`src/hdl/mkd_pkg.sv`:
```
`default_nettype none
// ----------------------------------------------------------------------------
// Morse key decoder package
// Shared widths, constants and types of the Morse key decoder.
// ----------------------------------------------------------------------------
package mkd_pkg;

	localparam int UnitW    = 16;
	localparam int CountW   = 19;
	localparam int PatW     = 7;
	localparam int DahMult  = 3;
	localparam int WordMult = 7;
	localparam int UnitReset = 100;
	localparam int QueueDepth = 2;
	localparam int QueuePtrW  = $clog2(QueueDepth);
	localparam int QueueCntW  = $clog2(QueueDepth + 1);

	localparam logic [CountW-1:0] CountMax      = {CountW{1'b1}};
	localparam logic [CountW-1:0] DahLimitReset = CountW'(DahMult * UnitReset);
	localparam logic [CountW-1:0] WordLimitReset = CountW'(WordMult * UnitReset);
	localparam logic [PatW-1:0]   PatStart      = PatW'(1);

	typedef enum logic [1:0] {
		PH_IDLE = 2'd0,
		PH_DOWN = 2'd1,
		PH_UP   = 2'd2
	} phase_t;

	typedef struct packed {
		logic [PatW-1:0] symbol_index;
		logic            overflow;
		logic            word_last;
	} sym_t;

	typedef struct packed {
		logic full;
		logic empty;
	} queue_status_t;

endpackage
`default_nettype wire

```
`src/hdl/mkd_ifs.sv`:
```
`default_nettype none
// ----------------------------------------------------------------------------
// Morse key decoder channel interfaces
// Valid/ready channels for key samples and decoded symbols.
// ----------------------------------------------------------------------------
interface mkd_sample_if;
	logic valid;
	logic ready;
	logic key_down;

	modport source (output valid, output key_down, input ready);
	modport sink (input valid, input key_down, output ready);
endinterface

interface mkd_symbol_if import mkd_pkg::*; ();
	logic            valid;
	logic            ready;
	logic [PatW-1:0] symbol_index;
	logic            overflow;
	logic            word_last;

	modport source (output valid, output symbol_index, output overflow, output word_last,
		input ready);
	modport sink (input valid, input symbol_index, input overflow, input word_last,
		output ready);
endinterface
`default_nettype wire

```
`src/hdl/mkd_front.sv`:
```
`default_nettype none
// ----------------------------------------------------------------------------
// Morse key decoder front end
// Accepts key samples, times presses and gaps, builds the pattern index and
// pushes finished letters into the result queue.
// ----------------------------------------------------------------------------
module mkd_front import mkd_pkg::*; #(
	parameter int MAX_ELEMENTS = 6
) (
	input  wire logic             clk,
	input  wire logic             arst_n,
	input  wire logic             cfg_we,
	input  wire logic [UnitW-1:0] cfg_data,
	mkd_sample_if.sink            sample,
	input  wire logic             q_full,
	output logic                  push,
	output sym_t                  push_data
);

	localparam logic [PatW-1:0] PatLimit = PatW'(1 << MAX_ELEMENTS);

	phase_t            phase_q, phase_d;
	logic [CountW-1:0] cnt_q, cnt_d, cnt_inc;
	logic [PatW-1:0]   pat_q, pat_d;
	logic              long_q, long_d;
	logic [CountW-1:0] dah_lim_q, word_lim_q;
	logic              acc;

	assign sample.ready = !q_full;
	assign acc = sample.valid && sample.ready;

	always_ff @(posedge clk or negedge arst_n) begin
		if (!arst_n) begin
			dah_lim_q  <= DahLimitReset;
			word_lim_q <= WordLimitReset;
		end else if (cfg_we) begin
			dah_lim_q  <= (CountW'(cfg_data) << 1) + CountW'(cfg_data);
			word_lim_q <= (CountW'(cfg_data) << 3) - CountW'(cfg_data);
		end
	end

	always_ff @(posedge clk or negedge arst_n) begin
		if (!arst_n) begin
			phase_q <= PH_IDLE;
			cnt_q   <= '0;
			pat_q   <= PatStart;
			long_q  <= 1'b0;
		end else begin
			phase_q <= phase_d;
			cnt_q   <= cnt_d;
			pat_q   <= pat_d;
			long_q  <= long_d;
		end
	end

	always_comb begin
		phase_d   = phase_q;
		cnt_d     = cnt_q;
		pat_d     = pat_q;
		long_d    = long_q;
		push      = 1'b0;
		cnt_inc   = (cnt_q == CountMax) ? cnt_q : cnt_q + CountW'(1);
		push_data = '{symbol_index: pat_q, overflow: long_q, word_last: 1'b0};
		if (acc) begin
			case (phase_q)
				PH_DOWN: begin
					if (sample.key_down) begin
						cnt_d = cnt_inc;
					end else begin
						if (pat_q >= PatLimit) begin
							long_d = 1'b1;
						end else begin
							pat_d = {pat_q[PatW-2:0], cnt_q > dah_lim_q};
						end
						phase_d = PH_UP;
						cnt_d   = CountW'(1);
					end
				end
				PH_UP: begin
					if (!sample.key_down) begin
						if (cnt_inc > word_lim_q) begin
							push                = 1'b1;
							push_data.word_last = 1'b1;
							phase_d             = PH_IDLE;
							cnt_d               = '0;
							pat_d               = PatStart;
							long_d              = 1'b0;
						end else begin
							cnt_d = cnt_inc;
						end
					end else if (cnt_q > dah_lim_q) begin
						push    = 1'b1;
						phase_d = PH_DOWN;
						cnt_d   = CountW'(1);
						pat_d   = PatStart;
						long_d  = 1'b0;
					end else begin
						phase_d = PH_DOWN;
						cnt_d   = CountW'(1);
					end
				end
				default: begin
					if (sample.key_down) begin
						phase_d = PH_DOWN;
						cnt_d   = CountW'(1);
						pat_d   = PatStart;
						long_d  = 1'b0;
					end else begin
						phase_d = PH_IDLE;
						cnt_d   = '0;
					end
				end
			endcase
		end
	end

endmodule
`default_nettype wire

```
`src/hdl/mkd_queue.sv`:
```
`default_nettype none
// ----------------------------------------------------------------------------
// Morse key decoder result queue
// Short first-in first-out queue between the front end and the output stage.
// ----------------------------------------------------------------------------
module mkd_queue import mkd_pkg::*; (
	input  wire logic clk,
	input  wire logic arst_n,
	input  wire logic push,
	input  wire sym_t push_data,
	input  wire logic pop,
	output sym_t      pop_data,
	output queue_status_t status
);

	sym_t                 mem_q [QueueDepth];
	logic [QueuePtrW-1:0] wr_ptr_q, rd_ptr_q;
	logic [QueueCntW-1:0] cnt_q;
	logic                 do_push, do_pop;

	assign status.full  = (cnt_q == QueueCntW'(QueueDepth));
	assign status.empty = (cnt_q == '0);
	assign do_push = push && !status.full;
	assign do_pop  = pop && !status.empty;
	assign pop_data = mem_q[rd_ptr_q];

	always_ff @(posedge clk) begin
		if (do_push) begin
			mem_q[wr_ptr_q] <= push_data;
		end
	end

	always_ff @(posedge clk or negedge arst_n) begin
		if (!arst_n) begin
			wr_ptr_q <= '0;
			rd_ptr_q <= '0;
			cnt_q    <= '0;
		end else begin
			if (do_push) begin
				wr_ptr_q <= (wr_ptr_q == QueuePtrW'(QueueDepth - 1)) ? '0
					: wr_ptr_q + QueuePtrW'(1);
			end
			if (do_pop) begin
				rd_ptr_q <= (rd_ptr_q == QueuePtrW'(QueueDepth - 1)) ? '0
					: rd_ptr_q + QueuePtrW'(1);
			end
			if (do_push && !do_pop) begin
				cnt_q <= cnt_q + QueueCntW'(1);
			end else if (do_pop && !do_push) begin
				cnt_q <= cnt_q - QueueCntW'(1);
			end
		end
	end

endmodule
`default_nettype wire

```
`src/hdl/mkd_back.sv`:
```
`default_nettype none
// ----------------------------------------------------------------------------
// Morse key decoder output stage
// Drains the result queue into a registered symbol channel.
// ----------------------------------------------------------------------------
module mkd_back import mkd_pkg::*; (
	input  wire logic          clk,
	input  wire logic          arst_n,
	input  wire queue_status_t q_status,
	input  wire sym_t          q_data,
	output logic               pop,
	mkd_symbol_if.source       symbol
);

	logic valid_q;
	sym_t data_q;

	assign pop = !q_status.empty && (!valid_q || symbol.ready);

	always_ff @(posedge clk or negedge arst_n) begin
		if (!arst_n) begin
			valid_q <= 1'b0;
		end else if (!valid_q || symbol.ready) begin
			valid_q <= !q_status.empty;
		end
	end

	always_ff @(posedge clk) begin
		if (pop) begin
			data_q <= q_data;
		end
	end

	assign symbol.valid        = valid_q;
	assign symbol.symbol_index = data_q.symbol_index;
	assign symbol.overflow     = data_q.overflow;
	assign symbol.word_last    = data_q.word_last;

endmodule
`default_nettype wire

```
`src/hdl/morse_key_decoder_top.sv`:
```
`default_nettype none
// ----------------------------------------------------------------------------
// Morse key decoder
// Decodes a sampled Morse key into dit/dah pattern indices, one per letter.
//
// The sample channel takes one key level per transaction. The symbol channel
// returns one transaction per finished letter: the heap-style pattern index,
// an overflow flag for letters longer than MAX_ELEMENTS, and a word end flag
// when the letter was closed by a gap longer than seven units.
// cfg_we/cfg_data write the unit length in ticks; the dah and word limits
// (three and seven units) are precomputed in registers on the write.
// Throughput is one sample per cycle while the queue has room. A letter is
// pushed into the queue in the same cycle as the sample that closes it is accepted.
// Results pass through a two-entry queue and an output register. When the
// receiver stalls, the queue fills and sample.ready drops until an entry
// frees up; no sample is taken without room for its result.
// Reset empties the queue and output, returns the decoder to idle and sets
// the unit length to 100 ticks.
// ----------------------------------------------------------------------------
module morse_key_decoder_top import mkd_pkg::*; #(
	parameter int MAX_ELEMENTS = 6
) (
	input  wire logic             clk,
	input  wire logic             arst_n,
	input  wire logic             cfg_we,
	input  wire logic [UnitW-1:0] cfg_data,
	mkd_sample_if.sink            sample,
	mkd_symbol_if.source          symbol
);

	logic          push, pop;
	sym_t          push_data, pop_data;
	queue_status_t q_status;

	mkd_front #(
		.MAX_ELEMENTS(MAX_ELEMENTS)
	) u_front (
		.clk      (clk),
		.arst_n   (arst_n),
		.cfg_we   (cfg_we),
		.cfg_data (cfg_data),
		.sample   (sample),
		.q_full   (q_status.full),
		.push     (push),
		.push_data(push_data)
	);

	mkd_queue u_queue (
		.clk      (clk),
		.arst_n   (arst_n),
		.push     (push),
		.push_data(push_data),
		.pop      (pop),
		.pop_data (pop_data),
		.status   (q_status)
	);

	mkd_back u_back (
		.clk     (clk),
		.arst_n  (arst_n),
		.q_status(q_status),
		.q_data  (pop_data),
		.pop     (pop),
		.symbol  (symbol)
	);

	a_push_on_accept: assert property (@(posedge clk) disable iff (!arst_n)
		push |-> (sample.valid && sample.ready && !q_status.full))
		else $error("result pushed without an accepted sample");

	a_push_has_element: assert property (@(posedge clk) disable iff (!arst_n)
		push |-> (push_data.symbol_index >= PatW'(2)))
		else $error("finished letter without any element");

	a_queue_status: assert property (@(posedge clk) disable iff (!arst_n)
		!(q_status.full && q_status.empty))
		else $error("result queue both full and empty");

endmodule
`default_nettype wire

```
`src/flat_wrapper.sv`:
```
// flat-port wrapper written by rule: the top's interface ports become plain ports
module morse_key_decoder_top_flat import mkd_pkg::*;
#(
	parameter int MAX_ELEMENTS = 6
)
  (clk, arst_n, cfg_we, cfg_data, sample_valid, sample_key_down, sample_ready, symbol_valid, symbol_symbol_index, symbol_overflow, symbol_word_last, symbol_ready);
  mkd_sample_if sample_i ();
  mkd_symbol_if symbol_i ();
  input  wire logic clk;
  input  wire logic arst_n;
  input  wire logic cfg_we;
  input  wire logic [UnitW-1:0] cfg_data;
  input wire logic [$bits(sample_i.valid)-1:0] sample_valid;
  input wire logic [$bits(sample_i.key_down)-1:0] sample_key_down;
  output wire logic [$bits(sample_i.ready)-1:0] sample_ready;
  output wire logic [$bits(symbol_i.valid)-1:0] symbol_valid;
  output wire logic [$bits(symbol_i.symbol_index)-1:0] symbol_symbol_index;
  output wire logic [$bits(symbol_i.overflow)-1:0] symbol_overflow;
  output wire logic [$bits(symbol_i.word_last)-1:0] symbol_word_last;
  input wire logic [$bits(symbol_i.ready)-1:0] symbol_ready;
  assign sample_i.valid = sample_valid;
  assign sample_i.key_down = sample_key_down;
  assign sample_ready = sample_i.ready;
  assign symbol_valid = symbol_i.valid;
  assign symbol_symbol_index = symbol_i.symbol_index;
  assign symbol_overflow = symbol_i.overflow;
  assign symbol_word_last = symbol_i.word_last;
  assign symbol_i.ready = symbol_ready;
  morse_key_decoder_top #(.MAX_ELEMENTS(MAX_ELEMENTS)) u_core (.clk(clk), .arst_n(arst_n), .cfg_we(cfg_we), .cfg_data(cfg_data), .sample(sample_i), .symbol(symbol_i));
endmodule
```
`config.mk`:
```
export PLATFORM = sky130hd
export DESIGN_NAME = morse_key_decoder_top_flat
export DESIGN_NICKNAME = d
export VERILOG_FILES = /design/src/hdl/mkd_pkg.sv /design/src/hdl/mkd_ifs.sv /design/src/hdl/mkd_front.sv /design/src/hdl/mkd_queue.sv /design/src/hdl/mkd_back.sv /design/src/hdl/morse_key_decoder_top.sv /design/src/flat_wrapper.sv
export SDC_FILE = /design/constraint.sdc
export NUM_CORES = 1
export LEC_CHECK = 0
export BUFFER_PORTS_ARGS = -buffer_cell sky130_fd_sc_hd__buf_2
export CAP_MARGIN = 10
export CORE_ASPECT_RATIO = 0.75
export CORE_MARGIN = 5
export CORE_UTILIZATION = 45
export CTS_CLUSTER_DIAMETER = 100
export CTS_CLUSTER_SIZE = 30
export DETAILED_ROUTE_END_ITERATION = 16
export PLACE_DENSITY = 0.67
export REMOVE_ABC_BUFFERS = 1
export SLEW_MARGIN = 20
export SYNTH_ARGS = -nofsm -noshare
export SYNTH_HDL_FRONTEND = slang
export SYNTH_SLANG_ARGS = --single-unit
```
`constraint.sdc`:
```
create_clock -name clk -period 9.6 [get_ports clk]
set_clock_uncertainty 0.1 [all_clocks]
set_input_delay 0.96 -clock clk [delete_from_list [all_inputs] [get_ports clk]]
set_output_delay 0.96 -clock clk [all_outputs]
set_load 0.005 [all_outputs]
```
==> impl_metrics.tcl, run 1 <==
set metrics [dict create \
    dp_cells 899 \
    layout.nets 807 \
    drive_gt1_share_pct 13.71 \
    place_area_um2 6950 \
    rsz0062_at_grt "false" \
    die-area_um2 17230 \
    powerDensity_nw_per_um2 192.6 \
    post_drt_wl_per_cell_um 15.79 \
    final_common_cell "ha_1" \
    cts_tree "built" \
    ys_warn_count 0 \
    first_pass_iters 5 \
    root_buffer "clkbuf_16" \
    cp.arrival_ns 4.76 \
    synth_cells 685 \
    worst_slack_ns 4.712 \
    drv_slew 0 \
    maxSlewHeadroom_pct 32.42 \
    p_leak_uw 0.003428 \
    yosysSeqAreaShare_pct 38.61 \
    instances_no_fill 915 \
    period_minus_slack_ns 4.888 \
    vias 4996 \
    core_area_um2 14450 \
    ir_drop_mv 0.08909 \
    fin_crit_sh_pct 50.92 \
    rows 38 \
    run_status "finished, final reports clean" \
    setup_tns_ns 0 \
    n_antenna_cell 0 \
    start_util_pct 45.72 \
    max_freq_ghz 0.2046 \
    wl_um 14450 \
    finalInstanceArea_um2 7271 \
    post_cts_resized 0 \
    htree_num_levels 3 \
    overflow 0 \
    holdBufCountCts 0 \
    antenna_found_initial 0 \
    hold_viol_final 0 \
    cts_setup_buffers 0 \
    synth_top_cell_by_area "dfrtp_1" \
    hold_class "reg2reg" \
    clk_path_buf_depth 2 \
    clkLatencyLatePin_ns 0.35 \
    worstSetupStartpointType "flop" \
    synthFlopType "dfrtp_1" \
    setup-violations-final 0 \
    ys_seq_elements 96 \
    drt_iter0_drc 296 \
    cp_max_fo 14 \
    synthesis.area_um2 6608 \
    power_uw 1400 \
    synth_edf_count 27 \
    clk_pin_slew_worst_paths_ns 0.07 \
    end_kind "flop" \
    grt_max_degree 70 \
    pin_count 33 \
    required_ns 9.48 \
    grt_pass1_vias 4774 \
    yosys.area.top_type_share_pct 21.97 \
    postRouteAntennaNets 0 \
    tightestPinTransition_ns 1.014 \
    synthTopCellsByArea "dfrtp_1 22%, ha_1 14%, edfxtp_1 12%, dfstp_2 4.4%, inv_1 3.7%" \
    drv_cap 0 \
    cts_made_buffers 9 \
    final_cell_mix "74 x ha_1, 66 x inv_1, 58 x dfrtp_1, 55 x nand2_1, 45 x nor2_1" \
    io_buffers 32 \
    area_growth_pct 10.04 \
    grt_pass1_wl_um 24190 \
    drc_errors 0 \
    fillerInstances 1333 \
    async_flop_share_pct 71.88 \
    synth_cell_type_count 66 \
    routed_via_density 5.460 \
    preCtsSetupSlack_ns 4.785 \
    die_h_um 114.9 \
    gp_congestion 0.8979 \
    track_usage_pct 17.56 \
    clock_sinks 96 \
    critPathKind "reg2reg" \
    place_hpwl_um 11120 \
    avgSynthCellArea_um2 9.646 \
    die_w_um 149.9 \
]
## state kept, by name (all words and copies together) (netlist names), 2 cells and up
register / count
u_core.u_front.word_lim_q: 19
u_core.u_front.pat_q: 7
u_core.u_queue.cnt_q: 2
u_core.u_back.symbol.symbol_index: 7
u_core.u_front.dah_lim_q: 16
u_core.u_front.phase_q: 2
u_core.u_front.cnt_q: 19
u_core.u_queue.mem_q: 18
## critical path, stage by stage (launching register included)
cell and delay (ns):
dfrtp_1 0.44, ha_1 0.24, nand3_1 0.22, nor3_4 0.33
nand3_2 0.35, nand2_1 0.35, nor2_1 0.11, xor2_1 0.16
ha_1 0.30, and3_1 0.15, nand4_1 0.17, a21oi_1 0.27
o21ai_4 0.14, a21o_1 0.21, a21oi_1 0.29, nor2b_1 0.69
## cell families (layout without fill, tap and decap cells)
kind of cell               count (synthesis)  count (layout)  synth area share (%)
muxes                                     30              30                 4.810
AOI/OAI and AO/OA                        154             154                 15.83
xor gates and xnor gates                  43              43                 5.813
DFF                                       96              96                 38.61
and+or+nand+nor                          201             201                 15.62
adders and majority gates                 75              75                 14.32
buffers and inverters                     86             116                 4.999
## layer usage
metal,part of all wire (%),track usage [%],up-vias
met5,0,0,-
met4,1.5,4.449,0
met3,3.8,3.034,20
met2,44,26.72,106
li1,-,-,2496
met1,50,26.06,2374
## area by class of cell
class,instances,area [µm²],area share [%]
multi-input cells,503,3726,51.25
flip-flops and latches,96,2551,35.09
well taps,200,250.2,3.442
inverters,66,247.7,3.407
clock buffers,9,225.2,3.098
repair buffers,34,175.2,2.409
clock inverters,7,95.09,1.308
## cell usage after synthesis, types with 14 or more instances
library cell and number:
dfrtp_1 58, xor2_1 15, nand3_1 20, o21ai_0 33, inv_1 66, xnor2_1 27, nand2_1 55, ha_1 74
mux2i_1 16, a21oi_1 44, mux2_2 14, nor2_1 45, edfxtp_1 27
## final timing paths
kind	endpoint	from	slack, ns	depth (start not counted)
setup reg to reg	u_core.u_queue.mem_q[0][4]	u_core.u_front.cnt_q[0]	4.71	15
setup / recovery	u_core.u_queue.mem_q[0][4]	u_core.u_front.cnt_q[0]	4.71	15
hold reg to reg	u_core.u_queue.mem_q[0][6]	u_core.u_front.pat_q[4]	0.39	0
min in group asynchronous	u_core.u_front.pat_q[3]	arst_n	0.72	2
hold / removal	u_core.u_queue.mem_q[0][6]	u_core.u_front.pat_q[4]	0.39	0
max in group asynchronous	u_core.u_front.dah_lim_q[14]	arst_n	8.10	2
## per-stage QoR
step | hold slack (ns) | util (%)
finish | 0.3912 | 50.30
CTS | 0.3968 | 50.30
detailed placement | 0.3818 | 48.09
global route | 0.4118 | 50.30
global placement | 0.3743 | 48.09
floorplan | 0.3425 | -
## report_power, final
part / total [µW] / switching (µW) / leakage, µW / internal (µW)
logic: 457 / 271 / 0.00217 / 186
registers: 562 / 49.4 / 0.00110 / 512
clock network: 381 / 170 / 0.000157 / 210
No activity file was read; power rests on OpenSTA's default activity.
==> run 2: changes to the inputs <==
ABC_AREA = 1   (was default)
PLACE_DENSITY = 0.66   (was 0.67)
clock period = 4.7 ns   (was 9.6 ns; I/O delays follow)
==> run 2 against run 1 <==
- register-to-register slack worse by 4.1 ns
- combinational power up 84%
- global-route usage is 1.9 points higher
- core utilization down 0.20 points
- fmax is 21% higher
- design area rose by 4.3%
- clock-buffer cell count unchanged
- largest cell class unchanged
==> impl_metrics.tcl, run 2 <==
set metrics [dict create \
    run_status "finished, final reports clean" \
    ys_seq_elements 96 \
    final_cell_mix "257 x nand2_1, 133 x inv_1, 74 x ha_1, 65 x nand3_1, 58 x dfrtp_1" \
    rows 39 \
    fin_crit_sh_pct 85.98 \
    layout.nets 1034 \
    gp_congestion 0.9039 \
    instances_no_fill 1147 \
    die-area_um2 17890 \
    cp.arrival_ns 3.92 \
    async_flop_share_pct 71.88 \
    synthesis.area_um2 6879 \
    routed_via_density 5.084 \
    vias 5831 \
    grt_pass1_wl_um 27640 \
    power_uw 2724 \
    clkLatencyLatePin_ns 0.35 \
    max_freq_ghz 0.2475 \
    ff2ff_path_depth 19 \
    first_pass_iters 5 \
    drc_errors 0 \
    core_area_um2 15130 \
    r2r_end "u_core.u_queue.mem_q[1][5]" \
    drv_cap 0 \
    wl_um 16710 \
    track_usage_pct 19.45 \
    synth_edf_count 27 \
    end_kind "flop" \
    rsz0062_at_grt "false" \
    drv_slew 0 \
    worstReg2RegStart "u_core.u_front.cnt_q[1]" \
    ir_drop_mv 0.2256 \
    synth_cell_type_count 48 \
    synth_most_common_cell "nand2_1" \
    powerDensity_nw_per_um2 359.4 \
    top_regs "u_core.u_front.cnt_q x19, u_core.u_front.word_lim_q x19, u_core.u_queue.mem_q x18" \
    postRouteAntennaNets 0 \
    synth_cells 903 \
    dp_cells 1131 \
    grt_max_degree 37 \
    period_minus_slack_ns 4.041 \
    tightestPinTransition_ns 0.9892 \
    cts_setup_buffers 0 \
    ys_warn_count 0 \
    critPathKind "reg2reg" \
    place_hpwl_um 13140 \
    area_growth_pct 10.19 \
    p_leak_uw 0.003929 \
    hold_class "in2async" \
    clk_path_buf_depth 2 \
    root_buffer "clkbuf_16" \
    avgSynthCellArea_um2 7.618 \
    synthFlopType "dfrtp_1" \
    drt_iter0_drc 398 \
    yosys-top-cells-count "257 x nand2_1, 133 x inv_1, 74 x ha_1" \
    grt_pass1_vias 5237 \
    drive_gt1_share_pct 8.811 \
    required_ns 4.58 \
    worstSetupStartpointType "flop" \
    cp_max_fo 12 \
    antenna_found_initial 0 \
    die_h_um 117.1 \
    post_drt_wl_per_cell_um 14.57 \
    start_util_pct 45.48 \
    use_met1_pct 30.35 \
    yosys.area.top_type_share_pct 21.10 \
    met2_usage_pct 25.77 \
    synthTopCellsByArea "dfrtp_1 21%, nand2_1 14%, ha_1 13%, edfxtp_1 12%, inv_1 7.3%" \
    cts_tree "built" \
    yosysSeqAreaShare_pct 37.09 \
    holdBufCountCts 0 \
    pin_count 33 \
    synth_top_cell_by_area "dfrtp_1" \
    post_cts_resized 0 \
    io_buffers 32 \
    r2r_slack_ns 0.66 \
    busiest_layer "met1" \
    clock_sinks 96 \
    n_antenna_cell 0 \
    overflow 0 \
    clk_pin_slew_worst_paths_ns 0.08 \
    cts_made_buffers 9 \
    grt_use_met3_pct 6.174 \
    setup_tns_ns 0 \
    hold_viol_final 0 \
    setup-violations-final 0 \
    die_w_um 152.8 \
    final_common_cell "nand2_1" \
    htree_num_levels 3 \
    maxSlewHeadroom_pct 34.05 \
]
==> run 2: cell count changes after synthesis, sizes merged, moves of 16 or more <==
cell / delta
inv: +68
nand3: +47
nand2: +207
xnor2: -19
o21ai: +21
mux2i: -16
==> run 2: worst max-delay path by stage <==
stage | startpoint | to | cells after the start
floorplan | u_core.u_front.cnt_q[1] | u_core.u_queue.mem_q[1][0] | 21
finish | u_core.u_front.cnt_q[1] | u_core.u_queue.mem_q[1][5] | 19
global route | u_core.u_front.cnt_q[3] | u_core.u_queue.mem_q[1][3] | 22
global placement | u_core.u_front.cnt_q[1] | u_core.u_queue.mem_q[1][4] | 19
detailed placement | u_core.u_front.cnt_q[1] | u_core.u_queue.mem_q[1][6] | 19
CTS | u_core.u_front.cnt_q[1] | u_core.u_queue.mem_q[1][4] | 19
==> run 2: critical path, cell delays in order, from the launching register on <==
cell     delay [ns]
dfrtp_1        0.42
ha_1           0.21
inv_1          0.08
nor2_4         0.19
nand2_1        0.13
nor2_2         0.19
nand2_1        0.33
o21ai_1        0.28
inv_1          0.07
ha_1           0.27
nand2_1        0.05
o21ai_0        0.16
nand3_1        0.09
nand3_1        0.10
nand2_1        0.08
inv_1          0.06
nand2_1        0.07
o21ai_1        0.11
nand2_1        0.12
nor2_1         0.55
==> run 2: per-layer routing <==
layer  vias up  wire [µm]  part of all wire (%)
li1       3012          -                     -
met5         -          0                     0
met4         0        227                   1.4
met3        18       1491                   8.9
met2       160       6203                    37
met1      2641       8786                    53
==> run 2: layout make-up <==
class	instances	area (µm²)
timing repair buffer	36	190.2
fill	1490	7547
clock inverter	7	81.33
sequential	96	2551
multi-input combinational	658	3765
inverter	136	510.5
tap	205	256.5
clock buffer	9	225.2
==> run 2: logic make-up after synthesis <==
group	count (synthesis)	synth area share [%]
flops	96	37.09
xor+xnor	29	4.020
compound gates	138	10.95
buf+inv	149	8.185
simple gates	416	26.01
fa+ha+maj	75	13.75
==> run 2: power breakdown <==
group,switching [µW],internal [µW],total (µW)
sequential,88.9,1050,1140
clock,367,381,748
combinational,552,290,842
==> run 2: metrics by stage <==
| stage | hold WS [ns] | cell area [µm²] | util [%] | setup WS, ns |
|---|---|---|---|---|
| floorplan | 0.07441 | 6827 | - | 1.309 |
| global placement | 0.3634 | 7273 | 48.08 | 0.8136 |
| detailed placement | 0.3632 | 7273 | 48.08 | 0.7174 |
| CTS | 0.1356 | 7580 | 50.11 | 0.6753 |
| global route | 0.1717 | 7580 | 50.11 | 0.2163 |
| finish | 0.1080 | 7580 | 50.11 | 0.6591 |
